[config.mk]
export PLATFORM = sky130hd
export DESIGN_NAME = http_chunked_body_decoder_unit
export DESIGN_NICKNAME = d
export VERILOG_FILES = /design/src/hw/rtl/hcbd_pkg.sv /design/src/hw/rtl/hcbd_in_stage.sv /design/src/hw/rtl/hcbd_core.sv /design/src/hw/rtl/hcbd_out_stage.sv /design/src/hw/rtl/http_chunked_body_decoder_unit.sv
export SDC_FILE = /design/constraint.sdc
export NUM_CORES = 1
export LEC_CHECK = 0
export BUFFER_PORTS_ARGS = -buffer_cell sky130_fd_sc_hd__buf_2
export CORE_ASPECT_RATIO = 0.6
export CORE_MARGIN = 8
export CORE_UTILIZATION = 35
export DETAILED_ROUTE_END_ITERATION = 10
export GPL_TIMING_DRIVEN = 0
export SETUP_SLACK_MARGIN = 0.2
export SYNTH_ARGS = -nofsm -noshare
export SYNTH_HDL_FRONTEND = slang
export SYNTH_HIERARCHICAL = 1
export SYNTH_SLANG_ARGS = --single-unit
[constraint.sdc]
create_clock -name clk -period 12.45 [get_ports clk]
set_input_delay 2.49 -clock clk [delete_from_list [all_inputs] [get_ports clk]]
set_output_delay 2.49 -clock clk [all_outputs]
set_load 0.01 [all_outputs]
[src/hw/rtl/hcbd_pkg.sv]
// ----------------------------------------------------------------------------
// HTTP chunked body decoder package
// Shared widths, parameter defaults and transfer types for the decoder.
// ----------------------------------------------------------------------------
package hcbd_pkg;

  localparam int DEF_SIZE_BITS   = 32;
  localparam int DEF_LENGTH_BITS = 31;

  localparam int BYTE_W   = 8;
  localparam int STATUS_W = 3;
  localparam int LENGTH_W = 31;

  // One input transfer: a body byte or the end-of-body command.
  typedef struct packed {
    logic              command;
    logic [BYTE_W-1:0] in_byte;
  } hcbd_item_t;

  // One result transfer: a data byte or the closing status.
  typedef struct packed {
    logic [BYTE_W-1:0]   out_byte;
    logic                final_res;
    logic [STATUS_W-1:0] status;
    logic [LENGTH_W-1:0] decoded_length;
  } hcbd_res_t;

endpackage

[src/hw/rtl/hcbd_in_stage.sv]
// ----------------------------------------------------------------------------
// Input register
// Captures one input transfer whenever it is empty or the decoder stage can move on.
// ----------------------------------------------------------------------------
module hcbd_in_stage import hcbd_pkg::*; (
  input  logic       clk,
  input  logic       rst_n,
  input  logic       in_valid,
  output logic       in_stall,
  input  hcbd_item_t in_item,
  input  logic       advance,
  output logic       item_valid,
  output hcbd_item_t item
);

  logic       valid_r;
  logic       valid_nxt;
  hcbd_item_t item_r;
  logic       load;

  // The register is free when empty or when its item moves on this cycle.
  assign load     = !valid_r || advance;
  assign in_stall = !load;
  assign valid_nxt = load ? in_valid : valid_r;

  always_ff @(posedge clk) begin
    if (!rst_n) begin
      valid_r <= 1'b0;
    end else begin
      valid_r <= valid_nxt;
    end
  end

  always_ff @(posedge clk) begin
    if (load && in_valid) begin
      item_r <= in_item;
    end
  end

  assign item_valid = valid_r;
  assign item       = item_r;

endmodule

[src/hw/rtl/hcbd_core.sv]
// ----------------------------------------------------------------------------
// Chunked decoding state machine
// Walks the size line, data, line ends and trailer one byte per transfer.
// ----------------------------------------------------------------------------
module hcbd_core import hcbd_pkg::*; #(
  parameter int SIZE_BITS   = DEF_SIZE_BITS,
  parameter int LENGTH_BITS = DEF_LENGTH_BITS
) (
  input  logic       clk,
  input  logic       rst_n,
  input  logic       item_valid,
  input  hcbd_item_t item,
  input  logic       advance,
  output logic       res_valid,
  output hcbd_res_t  res
);

  localparam logic [3:0] PH_SIZE_START  = 4'd0;
  localparam logic [3:0] PH_SIZE_DIGITS = 4'd1;
  localparam logic [3:0] PH_SIZE_EXT    = 4'd2;
  localparam logic [3:0] PH_DATA        = 4'd3;
  localparam logic [3:0] PH_AFTER_DATA  = 4'd4;
  localparam logic [3:0] PH_AFTER_CR    = 4'd5;
  localparam logic [3:0] PH_TRL_START   = 4'd6;
  localparam logic [3:0] PH_TRL_CR      = 4'd7;
  localparam logic [3:0] PH_TRL_BODY    = 4'd8;

  localparam logic [STATUS_W-1:0] ST_OK          = 3'd0;
  localparam logic [STATUS_W-1:0] ST_BAD_SIZE    = 3'd1;
  localparam logic [STATUS_W-1:0] ST_TRUNCATED   = 3'd2;
  localparam logic [STATUS_W-1:0] ST_NO_DATA_END = 3'd3;
  localparam logic [STATUS_W-1:0] ST_BAD_TRAILER = 3'd4;

  localparam logic [BYTE_W-1:0] CH_LF = 8'h0A;
  localparam logic [BYTE_W-1:0] CH_CR = 8'h0D;

  logic [3:0]             phase_r, phase_nxt;
  logic [SIZE_BITS-1:0]   size_r, size_nxt;
  logic [LENGTH_BITS-1:0] count_r, count_nxt;
  logic                   done_r, done_nxt;

  logic                   hex_ok;
  logic [3:0]             hex_val;
  logic                   fin;
  logic [STATUS_W-1:0]    fin_status;
  logic                   emit;
  logic [SIZE_BITS-1:0]   left_dec;
  logic [LENGTH_BITS+LENGTH_W-1:0] count_ext;
  logic [BYTE_W-1:0]      c;

  assign c = item.in_byte;

  always_comb begin
    hex_ok  = 1'b1;
    hex_val = 4'd0;
    if (c >= 8'h30 && c <= 8'h39) begin
      hex_val = c[3:0];
    end else if ((c >= 8'h61 && c <= 8'h66) || (c >= 8'h41 && c <= 8'h46)) begin
      hex_val = c[3:0] + 4'd9;
    end else begin
      hex_ok = 1'b0;
    end
  end

  assign left_dec = (size_r != '0) ? size_r - 1'b1 : size_r;

  always_comb begin
    phase_nxt  = phase_r;
    size_nxt   = size_r;
    count_nxt  = count_r;
    done_nxt   = done_r;
    fin        = 1'b0;
    fin_status = ST_OK;
    emit       = 1'b0;
    if (item_valid && !done_r) begin
      if (item.command) begin
        fin = 1'b1;
        case (phase_r)
          PH_DATA:                             fin_status = ST_TRUNCATED;
          PH_AFTER_DATA, PH_AFTER_CR:          fin_status = ST_NO_DATA_END;
          PH_TRL_START, PH_TRL_CR, PH_TRL_BODY: fin_status = ST_BAD_TRAILER;
          default:                             fin_status = ST_BAD_SIZE;
        endcase
      end else begin
        case (phase_r)
          PH_SIZE_START: begin
            if (!hex_ok) begin
              fin        = 1'b1;
              fin_status = ST_BAD_SIZE;
            end else begin
              size_nxt  = SIZE_BITS'(hex_val);
              phase_nxt = PH_SIZE_DIGITS;
            end
          end
          PH_SIZE_DIGITS: begin
            if (hex_ok) begin
              size_nxt = {size_r[SIZE_BITS-5:0], hex_val};
            end else if (c == CH_LF) begin
              phase_nxt = (size_r == '0) ? PH_TRL_START : PH_DATA;
            end else begin
              phase_nxt = PH_SIZE_EXT;
            end
          end
          PH_SIZE_EXT: begin
            if (c == CH_LF) begin
              phase_nxt = (size_r == '0) ? PH_TRL_START : PH_DATA;
            end
          end
          PH_DATA: begin
            emit     = 1'b1;
            size_nxt = left_dec;
            if (count_r != '1) begin
              count_nxt = count_r + 1'b1;
            end
            if (left_dec == '0) begin
              phase_nxt = PH_AFTER_DATA;
            end
          end
          PH_AFTER_DATA: begin
            if (c == CH_LF) begin
              phase_nxt = PH_SIZE_START;
            end else if (c == CH_CR) begin
              phase_nxt = PH_AFTER_CR;
            end else begin
              fin        = 1'b1;
              fin_status = ST_NO_DATA_END;
            end
          end
          PH_AFTER_CR: begin
            if (c == CH_LF) begin
              phase_nxt = PH_SIZE_START;
            end else begin
              fin        = 1'b1;
              fin_status = ST_NO_DATA_END;
            end
          end
          PH_TRL_START: begin
            if (c == CH_LF) begin
              fin = 1'b1;
            end else begin
              phase_nxt = (c == CH_CR) ? PH_TRL_CR : PH_TRL_BODY;
            end
          end
          PH_TRL_CR: begin
            if (c == CH_LF) begin
              fin = 1'b1;
            end else begin
              phase_nxt = PH_TRL_BODY;
            end
          end
          PH_TRL_BODY: begin
            if (c == CH_LF) begin
              phase_nxt = PH_TRL_START;
            end
          end
          default: begin
            phase_nxt  = PH_SIZE_START;
            fin        = 1'b1;
            fin_status = ST_BAD_SIZE;
          end
        endcase
      end
      if (fin) begin
        done_nxt = 1'b1;
      end
    end
  end

  // The count may be narrower or wider than the length field.
  assign count_ext = {{LENGTH_W{1'b0}}, count_r};

  always_comb begin
    res_valid          = fin || emit;
    res.out_byte       = emit ? c : '0;
    res.final_res      = fin;
    res.status         = fin ? fin_status : ST_OK;
    res.decoded_length = fin ? count_ext[LENGTH_W-1:0] : '0;
  end

  always_ff @(posedge clk) begin
    if (!rst_n) begin
      phase_r <= PH_SIZE_START;
      size_r  <= '0;
      count_r <= '0;
      done_r  <= 1'b0;
    end else if (advance) begin
      phase_r <= phase_nxt;
      size_r  <= size_nxt;
      count_r <= count_nxt;
      done_r  <= done_nxt;
    end
  end

endmodule

[src/hw/rtl/hcbd_out_stage.sv]
// ----------------------------------------------------------------------------
// Result register
// Holds one result transfer until the receiver takes it.
// ----------------------------------------------------------------------------
module hcbd_out_stage import hcbd_pkg::*; (
  input  logic      clk,
  input  logic      rst_n,
  input  logic      item_valid,
  input  logic      res_valid,
  input  hcbd_res_t res,
  output logic      advance,
  output logic      out_valid,
  input  logic      out_stall,
  output hcbd_res_t out_res
);

  logic      valid_r;
  logic      valid_nxt;
  hcbd_res_t res_r;

  // The decoder stage moves whenever this register is empty or being drained.
  assign advance   = !valid_r || !out_stall;
  assign valid_nxt = advance ? (item_valid && res_valid) : valid_r;

  always_ff @(posedge clk) begin
    if (!rst_n) begin
      valid_r <= 1'b0;
    end else begin
      valid_r <= valid_nxt;
    end
  end

  always_ff @(posedge clk) begin
    if (advance && item_valid && res_valid) begin
      res_r <= res;
    end
  end

  assign out_valid = valid_r;
  assign out_res   = res_r;

endmodule

[src/hw/rtl/http_chunked_body_decoder_unit.sv]
// A byte is held in the input register, then its result in the result register.
// Throughput: one byte per cycle unless stalled; the state updates in one step.
// A stalled result holds both stages, so the input stalls once its register is full.
// Reset (synchronous, active low) returns to the start of a size line with zero
// counts and clears both stage registers; no item is lost or invented on exit.
// ----------------------------------------------------------------------------
// HTTP chunked body decoder
// Top level: input register, decoding state machine and result register.
// ----------------------------------------------------------------------------
module http_chunked_body_decoder_unit import hcbd_pkg::*; #(
  parameter int SIZE_BITS   = DEF_SIZE_BITS,
  parameter int LENGTH_BITS = DEF_LENGTH_BITS
) (
  input  logic                clk,
  input  logic                rst_n,
  input  logic                in_valid,
  output logic                in_stall,
  input  logic                in_command,
  input  logic [BYTE_W-1:0]   in_byte,
  output logic                out_valid,
  input  logic                out_stall,
  output logic [BYTE_W-1:0]   out_byte,
  output logic                out_final_res,
  output logic [STATUS_W-1:0] out_status,
  output logic [LENGTH_W-1:0] out_decoded_length
);

  hcbd_item_t in_item;
  hcbd_item_t item;
  logic       item_valid;
  logic       advance;
  logic       res_valid;
  hcbd_res_t  res;
  hcbd_res_t  out_res;

  assign in_item.command = in_command;
  assign in_item.in_byte = in_byte;

  hcbd_in_stage u_in (
    .clk        (clk),
    .rst_n      (rst_n),
    .in_valid   (in_valid),
    .in_stall   (in_stall),
    .in_item    (in_item),
    .advance    (advance),
    .item_valid (item_valid),
    .item       (item)
  );

  hcbd_core #(
    .SIZE_BITS   (SIZE_BITS),
    .LENGTH_BITS (LENGTH_BITS)
  ) u_core (
    .clk        (clk),
    .rst_n      (rst_n),
    .item_valid (item_valid),
    .item       (item),
    .advance    (advance),
    .res_valid  (res_valid),
    .res        (res)
  );

  hcbd_out_stage u_out (
    .clk        (clk),
    .rst_n      (rst_n),
    .item_valid (item_valid),
    .res_valid  (res_valid),
    .res        (res),
    .advance    (advance),
    .out_valid  (out_valid),
    .out_stall  (out_stall),
    .out_res    (out_res)
  );

  assign out_byte           = out_res.out_byte;
  assign out_final_res      = out_res.final_res;
  assign out_status         = out_res.status;
  assign out_decoded_length = out_res.decoded_length;

endmodule

======== Yosys cells after proc, flatten, opt, wreduce, memory -nomap -nowiden ========
Cells that the tools add are included.
storage, ports and cells
  flip-flop bits (word level) ............. 122
  input port bits ......................... 13
  output and inout port bits .............. 45
  logic and storage cells ................. 116
cells by class
  add/subtract/negate cells ............... 3
  order comparisons ....................... 6
  equal/unequal tests ..................... 21
  mux-type cells .......................... 41
  bitwise operators ....................... 1
  reduce and logical (&&, ||, !) cells .... 32
operator list
  cell                                                                count
  two-way mux 32 bit                                                  3
  one-hot mux 32 bit (3 select lines)                                 1
  logical NOT 32 bit                                                  2
  two-way mux 4 bit                                                   14
  one-hot mux 4 bit (9 select lines)                                  1
  nonzero test 32 bit                                                 1
  subtractor 32 x 1 -> 32 bit (second input constant)                 1
  adder 31 x 1 -> 31 bit (second input constant)                      1
  inequality test 31 bit (second input constant)                      1
  equality test 4 x 3 -> 1 bit (second input constant)                4
  equality test 8 x 4 -> 1 bit (second input constant)                2
  greater-or-equal comparator 8 x 7 -> 1 bit (second input constant)  2
  <= comparator 8 x 7 -> 1 bit (second input constant)                2
  two-way mux 1 bit                                                   14
  inequality test 2 x 1 -> 1 bit (second input constant)              6
  one-hot mux 3 bit (4 select lines)                                  1
  AND reduction 12 bit                                                1
  two-way mux 3 bit                                                   3
  one-hot mux 3 bit (3 select lines)                                  1
  equality test 4 x 2 -> 1 bit (second input constant)                2
  greater-or-equal comparator 8 x 6 -> 1 bit (second input constant)  1
  <= comparator 8 x 6 -> 1 bit (second input constant)                1
  logical AND 1 bit                                                   8
  inequality test 2 bit (second input constant)                       3
  19 further kinds                                                    28

======== Longest topological paths before layout ========
  word-level depth ........................ 12
  depth in mapped cells ................... 12
  gate-level depth less buffers ........... 10

======== Modules after synthesis ========
The synthesis kept the hierarchy.
by module, submodules not included
  module          instances  cells an instance  area each (um2)  seq. area each (um2)
  hcbd_core       1          665                4906.0           1361.3
  hcbd_out_stage  1          48                 1337.5           1311.3
  hcbd_in_stage   1          13                 317.8            290.3

======== Worst setup path after synthesis ========
Ideal clock, no wire load.
  path type ............................... input to output
  from .................................... in out_stall
  to ...................................... out in_stall
  arrival ................................. 2.726 ns
  required time ........................... 9.960 ns
  path slack .............................. 7.234 ns
  cell stages on the path ................. 2
  buffers on the path ..................... 0
  cells stage by stage .................... nand2_2 nor2b_4
between the ends
  word-level cells in the longest chain between the ends .. 4
ends and longest elaborated chain
  item                RTL line                              source
  start: declaration  http_chunked_body_decoder_unit.sv:21  input logic out_stall,
  logical NOT 1 bit   hcbd_out_stage.sv:22                  assign advance = !valid_r || !out_stall;
  logical OR 1 bit    hcbd_out_stage.sv:22
  logical OR 1 bit    hcbd_in_stage.sv:22                   assign load = !valid_r || advance;
  logical NOT 1 bit   hcbd_in_stage.sv:23                   assign in_stall = !load;
  end: declaration    http_chunked_body_decoder_unit.sv:17  output logic in_stall,
Every way passes these cells.

======== Final worst setup path ========
  from .................................... in out_stall
  to ...................................... out in_stall
between the ends
  word-level cells in the longest chain between the ends .. 4
ends and longest elaborated chain
  item               RTL line                              source
  logical NOT 1 bit  hcbd_out_stage.sv:22
  logical OR 1 bit   hcbd_out_stage.sv:22
  via advance        http_chunked_body_decoder_unit.sv:31  logic advance;
  logical OR 1 bit   hcbd_in_stage.sv:22
  logical NOT 1 bit  hcbd_in_stage.sv:23
The timed path passes the listed nets, and every way through them passes these cells.

==> run_results.csv <==
group,metric,value,unit
placed_design,io_buffers,57,
yosys,synth-seq-area-share,45.2,%
global_route,grt-ovfl-total,0,
worst_setup_path,timing.critical_path.cells,"buf_2 -> nand2_2 -> nor2b_4 -> buf_2",
global_route,gr-usage-met3,5.31,%
floorplanning,die-area,0.0235,mm²
worst_setup_path,critPathMaxFanout,5,
cts,clockBufferDepth,2,
sta,finalSetupViolCount,0,
yosys,ys_types,71,
floorplanning,rows,38,
yosys,ys_warn_count,6,
route,vias_per_cell,5.62,
floorplanning,fp.dieH,122,µm
hold_path,min_path_type,"reg2reg",
yosys,synth_common_cells,"96 x nor2_1, 70 x dfxtp_1, 52 x edfxtp_1, 52 x nand2_1, 39 x clkbuf_1",
placed_design,hpwl,14300,µm
cells_and_area,diodes,0,
route,drt_iter0_drc,701,
cts,root_buffer,"clkbuf_16",
worst_setup_path,cp.arrival,3.04,ns
cells_and_area,drive_above_1_share,14.6,%
yosys,synth-compound-area-share,14.4,%
cts,worstSkewPairLatency,0.42,ns
yosys,synth_ff_type,"dfxtp_1",
sta,fin_skew,0.00963,ns
worst_setup_path,cpLargestDelayFamily,"simple AND/OR/NAND/NOR gates",
global_route,met2_usage,19.5,%
yosys,synth_edf_count,52,
sta,min_period,5.53,ns
yosys,synth_top_family_by_area,"simple AND/OR/NAND/NOR gates",
global_route,grt_busiest_layer,"met1",
sta,worst_slew_pin_slew,1.22,ns
power,p_leak,2.99,nW
cts,cts_inserted_buffers,17,
yosys,synth.most_common_cell,"nor2_1",
global_route,use_met1,26.8,%
placed_design,dp.cells,1024,
worst_setup_path,crit_top_cell,"buf_2",
global_route,grt_first_pass_wirelength,30200,µm
sta,slew_viol_final,0,
worst_setup_path,crit_type,"in2out",
sta,fmax,181,MHz
cts,cts_resized,0,
cts,clock-sinks,122,
route,via_count,5939,
global_route,antenna_found_initial,0,
global_route,grt_pass1_vias,5257,
worst_setup_path,worst_setup_path_end_kind,"output port",
cts,cts_tree,"yes",
yosys,synth-seq-cells,122,
cts,cts_setup_buffers,0,
cells_and_area,layoutNonFillerInstCount,1056,
yosys,syn_area_per_cell,9.04,µm²
cts,clkTransAtPathRegs,0.06,ns
yosys,synth_xor_area_share,5.47,%
power,p_total,0.998,mW
cts,ctsHoldBuffers,0,
worst_setup_path,crit_required,9.96,ns
route,ant_nets,0,
worst_setup_path,critPathLaunchType,"input port",
global_route,grt_max_degree,30,
floorplanning,core_area,0.0182,mm²
sta,rsz0062_at_grt,"false",
cells_and_area,seq_area,0.00296,mm²
flow_run,timing.max_cap.violations,0,
sta,slew_headroom,17.3,%
outcome,status,"finished clean",
floorplanning,initial_core_util,36.0,%
yosys,netlist.area_leader.share,23.8,%
worst_setup_path,path_buf_inv,2,
yosys,synthAdderAreaFrac,1.14,%
route,dr.pass1.iters,5,
worst_setup_path,slowest_delay,0.16,ns
cts,htreeDepth,4,
sta,timing.hold.ws,0.484,ns
cells_and_area,multi_input_area,0.00335,mm²
yosys,synth_largest_area_cell,"edfxtp_1",
yosys,synth.mux.area_fraction,0.458,%
route,drt_wl_total,19300,µm
cells_and_area,num-fill-cells,1802,
cells_and_area,nets,822,
yosys,postSynth.asyncResetShare,0,%
yosys,syn_inst,726,
global_route,grt_usage,16.5,%
yosys,synthesis.area,0.00656,mm²
placed_design,gp_congestion,0.941,
yosys,syn-num-nets,745,
floorplanning,die_x,193,µm
yosys,synthTopCellsByArea,"edfxtp_1 24%, dfxtp_1 21%, nor2_1 5.5%",
route,drc,0,
power,vdd_drop_max,0.101,mV
floorplanning,io_pins,58,
cells_and_area,synthToLayoutAreaGrowth,18.4,%
cells_and_area,final_cell_area,0.00777,mm²
sta,period_share,44.4,%
sta,setup_tns,0,ns
placed_design,postPlaceCellArea,0.00718,mm²
route,avgRoutedWirePerCell,18.3,µm
sta,hold_viol_final,0,
yosys,synth-simple-area-share,29.5,%
worst_setup_path,cpMaxStageDelayCell,"nor2b_4",
power,p_per_area,128,mW/mm²
[power by group]
group          switching (mW)  total, mW  internal (mW)
clock network           0.182      0.489          0.307
registers             0.00439      0.425          0.420
logic                  0.0533     0.0842         0.0309
[through the flow]
stage	util, %	setup WS [ns]
after floorplan	-	7.23
after global placement	39.2	5.96
after detailed placement	39.4	6.92
after CTS	42.7	6.91
after global routing	42.7	6.87
final	42.7	6.92
[sequential cells by signal, indices dropped and copies added (netlist names)]
signal / count
u_out/out_res: 43
u_core/phase_r: 4
u_out/out_valid: 1
u_core/size_r: 32
u_in/item: 9
u_in/item_valid: 1
u_core/count_r: 31
u_core/done_r: 1
[worst register-to-register path, delay by kind of cell, from the launching register on]
| family | cells | cell delay (ns) |
|---|---|---|
| AO/OA/AOI/OAI | 2 | 0.35 |
| buffers and inverters | 2 | 0.53 |
| flip-flops | 1 | 0.45 |
| AND/OR/NAND/NOR | 6 | 2.40 |
[kinds of logic (layout without fill, tap and decap cells)]
family	Yosys count	after routing
compound gates	141	141
xor+xnor	41	41
fa+ha+maj	6	6
buf+inv	58	148
flops	122	122
mux	3	3
simple gates	355	355
[layout by cell type, fill, tap and decap left out, types with 6 or more instances in the layout]
| cell | instances |
|---|---|
| or4_1 | 6 |
| o211ai_1 | 6 |
| clkbuf_1 | 39 |
| or3_1 | 13 |
| o31ai_1 | 7 |
| nor2b_1 | 7 |
| a22oi_1 | 14 |
| nand2_1 | 52 |
| nor3_1 | 35 |
| clkbuf_16 | 19 |
| and3_1 | 19 |
| nor4_1 | 9 |
| xnor2_1 | 16 |
| o22ai_1 | 6 |
| nand3_1 | 22 |
| and2_1 | 35 |
| o21ai_0 | 30 |
| edfxtp_1 | 52 |
| dfxtp_1 | 70 |
| nand4_1 | 15 |
| a221oi_1 | 7 |
| a21oi_1 | 27 |
| a211oi_1 | 8 |
| nor2_1 | 96 |
| buf_2 | 60 |
| nand2b_1 | 6 |
| inv_1 | 11 |
| xor2_1 | 25 |
| ha_1 | 6 |
[layout make-up]
type / instances / area share [%]
Buffer: 47 / 2.75
Clock inverter: 11 / 1.14
Multi-Input combinational cell: 546 / 43.2
Sequential cell: 122 / 38.1
Inverter: 11 / 0.531
Tap cell: 240 / 3.86
Clock buffer: 21 / 6.47
Timing Repair Buffer: 58 / 3.93
[layer usage]
layer,vias to the layer above,wire length [µm],share of wire [%]
met5,-,0,0
met4,0,188,0.97
met3,17,2360,12
met2,310,6830,35
met1,2793,9930,51
li1,2819,-,-
[worst paths after layout]
check                                         from                  to  slack, ns  cells past startpoint
worst min register to register  u_core/count_r[30]  u_core/count_r[30]       0.48                      1
worst min-delay path            u_core/count_r[30]  u_core/count_r[30]       0.48                      1
worst max-delay path                     out_stall            in_stall       6.92                      4
worst max register to register        u_in/item[4]   u_out/out_res[29]       8.45                     10
Power figures use the tool's default switching activity.
